===== src/hdl/lat_pkg.sv =====
// Shared types and constants for the landmark association table.
package lat_pkg;

  localparam int TABLE_DEPTH = 256;
  localparam int IDX_W       = $clog2(TABLE_DEPTH);
  localparam int CNT_W       = $clog2(TABLE_DEPTH + 1);

  localparam int REQ_W      = 2;
  localparam int POS_W      = 24;
  localparam int RADIUS_W   = 24;
  localparam int OBS_W      = 16;
  localparam int OUT_IDX_W  = 8;
  localparam int CFG_IDX_W  = 1;
  localparam int CFG_DATA_W = RADIUS_W;

  localparam int DIFF_W = POS_W + 1;
  localparam int SQ_W   = 2 * POS_W + 1;
  localparam int DIST_W = SQ_W + 1;
  localparam int LIM_W  = 2 * RADIUS_W;

  localparam logic [RADIUS_W-1:0] RADIUS_RESET  = RADIUS_W'(128);
  localparam logic [OBS_W-1:0]    MIN_OBS_RESET = OBS_W'(15);

  // Candidates for a closest query must lie within this far limit.
  localparam logic [63:0]       FAR_LIMIT_Q8 = 64'd99999 * 64'd256;
  localparam logic [DIST_W-1:0] FAR_SQ       = DIST_W'(FAR_LIMIT_Q8 * FAR_LIMIT_Q8);

  localparam logic [REQ_W-1:0] REQ_ASSOC   = 2'd0;
  localparam logic [REQ_W-1:0] REQ_INSERT  = 2'd1;
  localparam logic [REQ_W-1:0] REQ_CLOSEST = 2'd2;

  localparam logic [CFG_IDX_W-1:0] CFG_RADIUS  = 1'b0;
  localparam logic [CFG_IDX_W-1:0] CFG_MIN_OBS = 1'b1;

  typedef struct packed {
    logic load;
    logic insert;
    logic scan;
    logic update;
    logic reply;
  } ctrl_cmd_t;

  typedef struct packed {
    logic [REQ_W-1:0] req;
    logic             empty;
    logic             scan_last;
    logic             pipe_busy;
    logic             hit;
  } ctrl_status_t;

endpackage


===== src/hdl/lat_ctrl.sv =====
// Controller state machine sequencing insert, scan, update and reply.
module lat_ctrl import lat_pkg::*; (
  input  logic         clk,
  input  logic         rst,
  input  logic         start,
  input  ctrl_status_t status,
  output logic         busy,
  output ctrl_cmd_t    cmd
);

  typedef enum logic [6:0] {
    S_IDLE   = 7'b0000001,
    S_DECODE = 7'b0000010,
    S_INSERT = 7'b0000100,
    S_SCAN   = 7'b0001000,
    S_DRAIN  = 7'b0010000,
    S_UPDATE = 7'b0100000,
    S_REPLY  = 7'b1000000
  } state_t;

  state_t state, state_next;

  always_ff @(posedge clk) begin
    if (rst) begin
      state <= S_IDLE;
    end else begin
      state <= state_next;
    end
  end

  always_comb begin
    state_next = state;
    cmd        = '0;
    unique case (state)
      S_IDLE: begin
        if (start) begin
          cmd.load   = 1'b1;
          state_next = S_DECODE;
        end
      end
      S_DECODE: begin
        if (status.req == REQ_INSERT) begin
          state_next = S_INSERT;
        end else if ((status.req == REQ_ASSOC || status.req == REQ_CLOSEST)
                     && !status.empty) begin
          state_next = S_SCAN;
        end else begin
          state_next = S_REPLY;
        end
      end
      S_INSERT: begin
        cmd.insert = 1'b1;
        state_next = S_REPLY;
      end
      S_SCAN: begin
        cmd.scan = 1'b1;
        if (status.scan_last) begin
          state_next = S_DRAIN;
        end
      end
      S_DRAIN: begin
        if (!status.pipe_busy) begin
          if (status.req == REQ_ASSOC && status.hit) begin
            state_next = S_UPDATE;
          end else begin
            state_next = S_REPLY;
          end
        end
      end
      S_UPDATE: begin
        cmd.update = 1'b1;
        state_next = S_REPLY;
      end
      S_REPLY: begin
        cmd.reply  = 1'b1;
        state_next = S_IDLE;
      end
      default: begin
        state_next = S_IDLE;
      end
    endcase
  end

  assign busy = (state != S_IDLE);

endmodule


===== config.mk =====
export PLATFORM = sky130hd
export DESIGN_NAME = lat_ctrl
export DESIGN_NICKNAME = d
export VERILOG_FILES = /design/src/hdl/lat_pkg.sv /design/src/hdl/lat_ctrl.sv
export SDC_FILE = /design/constraint.sdc
export NUM_CORES = 1
export LEC_CHECK = 0
export BUFFER_PORTS_ARGS = -buffer_cell sky130_fd_sc_hd__buf_2
export CAP_MARGIN = 15
export CORE_UTILIZATION = 23
export CTS_CLUSTER_DIAMETER = 50
export DETAILED_ROUTE_END_ITERATION = 8
export PLACE_DENSITY_LB_ADDON = 0.08
export SKIP_LAST_GASP = 1
export SYNTH_ARGS = -nofsm -noshare
export SYNTH_HDL_FRONTEND = slang
export SYNTH_SLANG_ARGS = --single-unit

===== constraint.sdc =====
create_clock -name clk -period 1.22 [get_ports clk]
set_input_delay 0.183 -clock clk [delete_from_list [all_inputs] [get_ports clk]]
set_output_delay 0.183 -clock clk [all_outputs]
set_load 0.01 [all_outputs]

Yosys cells after proc, flatten, opt, wreduce, memory -nomap -nowiden

Cells that the tools add are included.

Flip-flop bits (word level): 7
Input bits: 9
Output and inout bits: 6
Word-level logic and storage cells: 34

Eq/ne operators: 13
Mux-type cells: 13
Reductions and logical operators: 7

Operators by type and width:

| cell                                                  | count |
|---|---|
| two-way mux 7 bit                                     | 6 |
| one-hot mux 7 bit (5 select lines)                    | 1 |
| equality test 7 x 1 -> 1 bit, second input constant   | 1 |
| equality test 7 x 2 -> 1 bit, second input constant   | 1 |
| equality test 7 x 3 -> 1 bit, second input constant   | 1 |
| equality test 7 x 4 -> 1 bit, second input constant   | 1 |
| equality test 7 x 5 -> 1 bit, second input constant   | 1 |
| equality test 7 x 6 -> 1 bit, second input constant   | 1 |
| equality test 7 bit, second input constant            | 1 |
| inequality test 7 x 1 -> 1 bit, second input constant | 1 |
| two-way mux 1 bit                                     | 6 |
| inequality test 2 bit, second input constant          | 3 |
| AND reduction 3 bit                                   | 1 |
| equality test 2 x 1 -> 1 bit, second input constant   | 1 |
| equality test 2 bit, second input constant            | 1 |
| logical AND 1 bit                                     | 2 |
| logical NOT 2 bit                                     | 1 |
| OR reduction 2 bit                                    | 1 |
| logical NOT 1 bit                                     | 1 |
| logical OR 1 bit                                      | 1 |

Logic depth before layout (Yosys ltp)

Gate-level depths: netlist (run 1).

Depth in word-level cells: 6
Mapped depth: 5
Mapped depth without buffers: 4

Worst setup path before layout (run 1)

No wires, ideal clock.

Path kind: flip-flop to flip-flop
Start: register state[2]
End: register state[6]
Library setup time: 0.125 ns
Arrival: 1.211 ns
Data required time: 1.095 ns
Setup slack: -0.117 ns
Stages on the path, launching flop included: 6
Buffers on the path: 1
Period minus slack after synthesis: 1.337 ns
Cell sequence: dfxtp_1 -> buf_6 -> nor4_2 -> nand3_2 -> o2111ai_1 -> a31oi_1

Word-level cells in the longest chain between the ends: 3
Elaborated cells between the ends (all ways): 12
Classes of those cells: eq/ne: 9; mux: 1; reduce/logical: 2

RTL lines:

| what                                                                      | RTL line       | source |
|---|---|---|
| start, declared                                                           | lat_ctrl.sv:21 | `state_t state, state_next;` |
| start signal, assigned                                                    | lat_ctrl.sv:27 | `state <= state_next;` |
| equality test 7 x 6 -> 1 bit, or another cell as far along                | lat_ctrl.sv:34 | `unique case (state)` |
| OR reduction 2 bit (no line) or inequality test 2 bit (tied branches)     | n/a            |  |
| one-hot mux 7 bit (5 select lines) or AND reduction 3 bit (tied branches) | n/a            |  |

Parallel ways exist; a longest one is shown, timed or not.
A chain may end at the register's enable or synchronous reset.

==> impl_metrics.py, run 1 <==
metrics = {
    "grt": {
        "grt_max_degree": 8,
        "grt_usage": 0.129,
        "antenna_found_initial": 0,
        "grt_pass1_wl_um": 2300,
        "grt_pass1_vias": 535,
        "gr-total-overflow": 0,
    },
    "worst_setup_path": {
        "required_ps": 1040,
        "worstRegToRegCells": 5,
        "end_kind": "primary output",
        "critical_path.startpoint": "state[4]",
        "crit_cells": 3,
        "slowest_delay_ps": 360,
        "endpoint": "cmd[1]",
        "path_buf_inv": 1,
        "path_class": "reg2out",
        "startpoint_type": "flop",
        "path_cells": "nor4_4, and4bb_2, buf_6",
        "critPathArrivalTime_ps": 1340,
        "r2r_start": "state[5]",
        "worstPathMaxFanout": 5,
        "crit_slowest_cell": "nor4_4",
        "worst_r2r_endpoint": "state[6]",
        "regToRegSetupSlack_ps": -140,
        "critical_path.top_delay_family": "simple AND/OR/NAND/NOR gates",
    },
    "synth": {
        "ys_seq_area_frac": 0.275,
        "syn_nets": 63,
        "yosysUniqueCellTypes": 34,
        "synth_flop_cell": "dfxtp_1",
        "synth-seq-cells": 7,
        "synth_area_per_cell_sq_um": 9.43,
        "synth_edf_count": 0,
        "ys_warn_count": 0,
        "synthArstFlopShare": 0,
        "netlist_area_sq_um": 509,
        "netlist_instances": 54,
    },
    "final_layout": {
        "top_register": "state",
        "layout_common_cells": "buf_4 (11), buf_2 (10), buf_6 (8)",
        "layout_commonest_cell": "buf_4",
        "stdcell_area_sq_um": 830,
        "biggestRegsByFlops": "state x7",
        "area_growth_pct": 62.9,
        "largest_reg_flops": 7,
        "stdcell_count": 110,
        "post-route-util": 0.410,
        "layout.nets": 93,
        "diodes": 0,
        "drive_above_1_share": 0.639,
        "nFillCells": 208,
    },
    "timing": {
        "final.setup.worst_slack_ps": -302,
        "worstMarginPinSlew_ps": 310,
        "rsz0062_at_grt": "true",
        "whs_ps": 88.0,
        "post-route-period-util": 1.25,
        "final_max_slew_viol_count": 0,
        "period_needed_ps": 1520,
        "max_slew_margin": 0.792,
        "finalSetupViolations": 12,
        "setup-tns-final_ps": -2330,
        "hold_viol_final": 0,
        "fmaxAchievable_mhz": 657,
        "skew_ps": 0.707,
    },
    "clock_network": {
        "cts.clk_slew.worst_paths_ps": 50,
        "cts-root-buf": "clkbuf_4",
        "cts_tree": "done",
        "cts_hold_buf": 0,
        "cts_sinks": 7,
        "h-tree-depth": 1,
        "cts_buffers": 3,
        "clk-insertion-delay-late_ps": 260,
        "cts_buffer_depth": 2,
    },
    "placement": {
        "gp_congestion": 0.745,
        "hpwlAfterDp_um": 1040,
        "place_inst": 101,
        "place_area_sq_um": 682,
        "portBuffers": 14,
        "dp_slack_ps": -151,
    },
    "drt": {
        "dr.first_iter.drc_count": 2,
        "via_per_inst": 4.68,
        "drt_wl_total_um": 1400,
        "vias": 515,
        "ant_nets": 0,
        "drc": 0,
        "wl_per_cell_um": 12.7,
        "drt_first_pass_iters": 4,
    },
    "status": {
        "status": "finished, violations left",
        "violations": "setup timing",
    },
    "pwr": {
        "power_density_nw_per_um2": 1070,
        "p_total_mw": 0.887,
        "peakVddDrop_mv": 0.473,
        "power_leakage_nw": 0.370,
    },
    "floorplan": {
        "start_util": 0.252,
        "dieArea_sq_um": 2410,
        "dieWidth_um": 49.1,
        "core.rowCount": 16,
        "core_sq_um": 2020,
        "die_h_um": 49.1,
        "io_pins": 15,
    },
    "worst_hold_path": {
        "hp-class": "in2reg",
    },
    "flow_run": {
        "maxCapViolCount": 0,
    },
}
-- cells by family (layout without fill, tap and decap cells) --
group           Yosys count  in the layout  share of synthesized area
simple gates             27             27                      0.435
compound gates           10             10                      0.130
flops                     7              7                      0.275
buf+inv                   6             35                     0.0884
xor+xnor                  3              3                     0.0516
mux                       1              1                     0.0197
-- power breakdown --
part           switching (mW)  internal, mW
clock network           0.101         0.126
logic                   0.177         0.210
registers              0.0285         0.245
total                   0.306         0.581
-- area by class of cell --
| type | count | area (sq um) | share of cell area |
|---|---|---|---|
| clock buffers | 4 | 26.3 | 0.0317 |
| inverters | 2 | 7.51 | 0.00905 |
| multi-input cells | 41 | 384 | 0.463 |
| flip-flops and latches | 7 | 155 | 0.187 |
| well taps | 27 | 33.8 | 0.0407 |
| repair buffers | 29 | 223 | 0.268 |
-- routing by layer --
| metal | vias up | global-route usage | part of all wire |
|---|---|---|---|
| li1 | 260 | - | - |
| met1 | 239 | 0.152 | 0.45 |
| met2 | 11 | 0.215 | 0.49 |
| met3 | 5 | 0.0187 | 0.029 |
| met4 | 0 | 0.0882 | 0.030 |
| met5 | - | 0 | 0 |
-- what timing repair did --
item | 4_1_cts | 5_1_grt
setup buffers | 4 | 1
resized for setup | 18 | 2
pin swaps | 7 | 5
setup endpoints to repair | 12 | 13
-- worst min path at each step --
stage	startpoint	end	slack [ps]	cells after the start
floorplan	rst	state[3]	250	1
global placement	status[1]	state[5]	370	2
detailed placement	status[1]	state[5]	380	2
CTS	status[1]	state[5]	90	2
global route	status[1]	state[5]	100	2
finish	status[1]	state[5]	90	2
-- cells in the mapped netlist (all sizes together) (3+ instances only) --
cell type,n,area (sq um)
nor4,3,40.0
nand3,3,20.0
dfxtp,7,140
buf,4,37.5
nor2,5,26.3
xor2,3,26.3
o21ai,3,18.8
-- worst register-to-register path: stages (launching register included) --
cell and delay [ps]:
dfxtp_4 370, nor4_4 340, nand3_4 150, buf_6 160
o2111ai_4 180, a31oi_1 60
Power figures use the tool's default switching activity.
==> run 2: changes to the inputs <==
--- a/config.mk
+++ b/config.mk
@@ -5,7 +5,7 @@
 export SDC_FILE = /design/constraint.sdc
 export NUM_CORES = 1
 export LEC_CHECK = 0
-export BUFFER_PORTS_ARGS = -buffer_cell sky130_fd_sc_hd__buf_2
+export BUFFER_PORTS_ARGS = -buffer_cell sky130_fd_sc_hd__buf_4
 export CAP_MARGIN = 15
 export CORE_UTILIZATION = 23
 export CTS_CLUSTER_DIAMETER = 50
==> impl_metrics.py, run 2 (synthesized netlist as in run 1, its figures left out) <==
metrics = {
    "pwr": {
        "internal_power_mw": 0.637,
        "p_sw_mw": 0.311,
        "p_total_mw": 0.948,
        "peakVddDrop_mv": 0.446,
        "power_frac_seq": 0.285,
        "power_density_nw_per_um2": 1010,
        "clockPowerShare": 0.223,
        "combPwrFrac": 0.492,
        "power_leakage_nw": 0.433,
        "netSwitchingFraction": 0.328,
    },
    "floorplan": {
        "start_util": 0.252,
        "core_sq_um": 2020,
        "dieArea_sq_um": 2410,
        "die_h_um": 49.1,
        "dieWidth_um": 49.1,
        "io_pins": 15,
        "core.rowCount": 16,
    },
    "worst_setup_path": {
        "worstPathMaxFanout": 5,
        "crit_slowest_cell": "dfxtp_4",
        "path_cells": "nor4_4, and4bb_2, buf_6",
        "critPathArrivalTime_ps": 1320,
        "slowest_delay_ps": 350,
        "path_class": "reg2out",
        "path_buf_inv": 1,
        "critical_path.top_delay_family": "simple AND/OR/NAND/NOR gates",
        "startpoint_type": "flop",
        "end_kind": "primary output",
        "required_ps": 1040,
    },
    "grt": {
        "grt_max_degree": 8,
        "met1_usage": 0.155,
        "grt_usage": 0.132,
        "gr-total-overflow": 0,
        "grt_pass1_vias": 517,
        "grt_pass1_wl_um": 2350,
        "grt_use_met2": 0.229,
        "antenna_found_initial": 0,
        "gr-max-usage-layer": "met2",
        "grt_util_met3": 0.0374,
    },
    "timing": {
        "post-route-period-util": 1.24,
        "final_max_slew_viol_count": 0,
        "final.setup.worst_slack_ps": -287,
        "max_slew_margin": 0.798,
        "rsz0062_at_grt": "true",
        "skew_ps": 1.28,
        "period_needed_ps": 1510,
        "fmaxAchievable_mhz": 663,
        "whs_ps": 88.5,
        "finalSetupViolations": 12,
        "hold_viol_final": 0,
        "worstMarginPinSlew_ps": 301,
    },
    "placement": {
        "gp_congestion": 0.749,
        "portBuffers": 14,
        "place_inst": 101,
        "hpwlAfterDp_um": 1080,
    },
    "worst_hold_path": {
        "hp-class": "in2reg",
    },
    "drt": {
        "drt_first_pass_iters": 3,
        "drc": 0,
        "via_per_inst": 4.65,
        "wl_per_cell_um": 12.7,
        "ant_nets": 0,
        "dr.first_iter.drc_count": 1,
        "vias": 530,
        "drt_wl_total_um": 1450,
    },
    "clock_network": {
        "h-tree-depth": 1,
        "clk-insertion-delay-late_ps": 250,
        "cts_buffer_depth": 2,
        "cts_sinks": 7,
        "cts-root-buf": "clkbuf_4",
        "cts_buffers": 3,
        "cts.clk_slew.worst_paths_ps": 50,
        "cts_tree": "done",
    },
    "status": {
        "status": "finished, violations left",
        "violations": "setup timing",
    },
    "final_layout": {
        "drive_above_1_share": 0.713,
        "largest_reg_flops": 7,
        "area_growth_pct": 84.5,
        "post-route-util": 0.465,
        "diodes": 0,
        "layout_common_cells": "buf_4 (23), buf_6 (8), dfxtp_4 (4)",
        "stdcell_count": 114,
        "biggestRegsByFlops": "state x7",
        "layout_commonest_cell": "buf_4",
        "top_register": "state",
        "layout.nets": 97,
    },
    "flow_run": {
        "maxCapViolCount": 0,
    },
}
## run 2: changes by cell type in the layout (fill, tap and decap cells not counted), moves of 2 or more
cell     before  now
buf_12        0    2
a21oi_2       0    2
buf_4        11   23
a21oi_1       2    0
buf_2        10    0
## run 2: final timing paths
| kind | cells after the start | startpoint | slack [ps] | endpoint |
|---|---|---|---|---|
| setup / recovery | 3 | state[0] | -290 | cmd[3] |
| hold reg to reg | 3 | state[3] | 630 | state[2] |
| setup reg to reg | 5 | state[2] | -170 | state[5] |
| hold / removal | 2 | status[1] | 90 | state[5] |
## run 2: timing repair
item	4_1_cts	5_1_grt
hold buffers	0	0
buffers inserted	6	3
resized for setup	14	14
pin swaps	9	8
setup endpoints to repair	13	13
## run 2: cell type report
cell class,count,area [sq um]
flip-flops and latches,7,159
inverters,2,7.51
fillers,209,1080
well taps,27,33.8
multi-input cells,41,410
repair buffers,33,303
clock buffers,4,26.3
## run 2: stage by stage
| stage | worst slack [ps] | instance area (sq um) | setup TNS, ps |
|---|---|---|---|
| global route | -354 | 940 | -3130 |
| CTS | -298 | 850 | -2570 |
| floorplan | -54.8 | 541 | -163 |
| global placement | -169 | 729 | -1020 |
| detailed placement | -127 | 729 | -825 |
| finish | -287 | 940 | -2430 |
## run 2: power groups by stage
stage	logic [mW]	registers [mW]	clock network, mW
floorplan	0.164	0.291	0
global placement	0.311	0.285	0
detailed placement	0.313	0.284	0
CTS	0.407	0.270	0.219
global route	0.504	0.271	0.240
finish	0.466	0.270	0.211
## run 2: per-layer routing
metal / routed length (um) / vias up
li1: - / 269
met1: 596 / 248
met2: 804 / 11
met3: 37 / 2
met4: 14 / 0
met5: 0 / -
==> run 3: changes to the inputs <==
==> constraint.sdc (replaced) <==
create_clock -name clk -period 1.9 [get_ports clk]
set_input_delay 0.285 -clock clk [delete_from_list [all_inputs] [get_ports clk]]
set_output_delay 0.285 -clock clk [all_outputs]
set_load 0.1 [all_outputs]
==> impl_metrics.py, run 3 (synthesized netlist as in run 1, its figures left out) <==
metrics = {
    "worst_setup_path": {
        "path_cells": "nor4_4, nand3_4, nor2_4, buf_8",
        "end_kind": "primary output",
        "path_class": "reg2out",
        "startpoint_type": "flop",
        "required_ps": 1620,
        "critPathArrivalTime_ps": 1560,
        "path_buf_inv": 1,
        "worstPathMaxFanout": 8,
        "critical_path.top_delay_family": "simple AND/OR/NAND/NOR gates",
        "crit_slowest_cell": "dfxtp_1",
        "slowest_delay_ps": 410,
    },
    "timing": {
        "fmaxAchievable_mhz": 543,
        "setup-tns-final_ps": 0,
        "rsz0062_at_grt": "true",
        "final_max_slew_viol_count": 0,
        "max_slew_margin": 0.716,
        "post-route-period-util": 0.969,
        "worstMarginPinSlew_ps": 426,
        "hold_viol_final": 0,
        "skew_ps": 4.36,
        "period_needed_ps": 1840,
        "finalSetupViolations": 0,
    },
    "drt": {
        "vias": 482,
        "ant_nets": 0,
        "drc": 0,
        "wl_per_cell_um": 12.0,
        "dr.first_iter.drc_count": 5,
        "via_per_inst": 4.87,
        "drt_first_pass_iters": 4,
        "drt_wl_total_um": 1190,
    },
    "pwr": {
        "power_leakage_nw": 0.310,
        "power_density_nw_per_um2": 837,
        "combPwrFrac": 0.439,
        "netSwitchingFraction": 0.447,
        "p_sw_mw": 0.265,
        "internal_power_mw": 0.328,
        "power_frac_seq": 0.317,
        "clockPowerShare": 0.243,
        "peakVddDrop_mv": 0.329,
    },
    "clock_network": {
        "cts-root-buf": "clkbuf_4",
        "cts_tree": "done",
        "cts.clk_slew.worst_paths_ps": 50,
        "cts_buffer_depth": 2,
        "h-tree-depth": 1,
        "cts_buffers": 3,
        "cts_hold_buf": 0,
        "cts_sinks": 7,
        "clk-insertion-delay-late_ps": 260,
    },
    "final_layout": {
        "drive_above_1_share": 0.458,
        "multi_input_area_sq_um": 348,
        "post-route-util": 0.351,
        "layout_commonest_cell": "buf_4",
        "nFillCells": 220,
        "layout_common_cells": "buf_4 (14), dfxtp_1 (7)",
        "biggestRegsByFlops": "state x7",
        "top_register": "state",
        "layout.nets": 82,
        "area_growth_pct": 39.3,
        "final-seq-area_sq_um": 140,
        "largest_reg_flops": 7,
        "diodes": 0,
    },
    "floorplan": {
        "die_h_um": 49.1,
        "io_pins": 15,
        "core_sq_um": 2020,
        "dieWidth_um": 49.1,
        "core.rowCount": 16,
        "start_util": 0.252,
        "dieArea_sq_um": 2410,
    },
    "grt": {
        "grt_pass1_vias": 469,
        "grt_usage": 0.116,
        "gr-total-overflow": 0,
        "antenna_found_initial": 0,
        "grt_max_degree": 9,
        "grt_pass1_wl_um": 2060,
    },
    "placement": {
        "gp_congestion": 0.742,
        "hpwlAfterDp_um": 940,
        "portBuffers": 14,
    },
    "worst_hold_path": {
        "hp-class": "in2reg",
    },
    "status": {
        "status": "complete, no violations",
    },
    "flow_run": {
        "maxCapViolCount": 0,
    },
}
## run 3: cell count changes in the layout (fill, tap and decap cells not counted), moves of 2 or more
cell / delta
dfxtp_2: -3
buf_12: -2
buf_6: -5
buf_4: -9
a21oi_2: -2
dfxtp_1: +7
a21oi_1: +2
dfxtp_4: -4
## run 3: per-layer routing
layer  vias to the layer above  track usage  wire length (um)
li1                        240            -                 -
met1                       227        0.137               527
met2                        13        0.174               563
met3                         2       0.0530                72
met4                         0       0.0588                27
met5                         -            0                 0
## run 3: path summary, 6_finish.rpt
| kind | start | end | slack (ps) | depth (start not counted) |
|---|---|---|---|---|
| min | status[1] | state[5] | 200 | 2 |
| min reg2reg | state[1] | state[2] | 620 | 2 |
| max | state[2] | cmd[4] | 60 | 4 |
| max reg2reg | state[3] | state[3] | 470 | 5 |
## run 3: per-stage QoR
step	worst slack, ps	cell area [sq um]	instances	hold slack (ps)	total power, mW
detailed placement	257	649	93	472	0.435
finish	59.6	709	99	201	0.594
global route	-33.8	709	99	202	0.622
floorplan	-116	533	54	354	0.379
global placement	264	649	93	476	0.437
CTS	13.2	679	97	203	0.585
## run 3: worst reg2reg max path, stage by stage (launching register included)
cell      delay, ps
dfxtp_1         330
buf_4           170
nor3_4          240
nand4b_2        140
or3_1           330
a21oi_1         150
## run 3: area by class of cell
cell class,count,area share
clock buffers,4,0.0370
repair buffers,18,0.217
well taps,27,0.0476
flip-flops and latches,7,0.198
multi-input cells,41,0.490
inverters,2,0.0106
## run 3: repair_timing
| action | CTS | global route |
|---|---|---|
| hold endpoints to repair | 0 | 0 |
| pin swaps | 0 | 2 |
| cloned | 0 | 0 |
| resized for setup | 1 | 4 |
| setup buffers | 0 | 2 |
| setup endpoints to repair | 1 | 4 |
## run 3: power groups by stage
stage	combinational, mW	sequential, mW	clock (mW)
6_report	0.261	0.188	0.145
5_1_grt	0.280	0.190	0.152
4_1_cts	0.250	0.188	0.147
3_5_place_dp	0.244	0.191	0
3_3_place_gp	0.245	0.192	0
2_1_floorplan	0.194	0.186	0
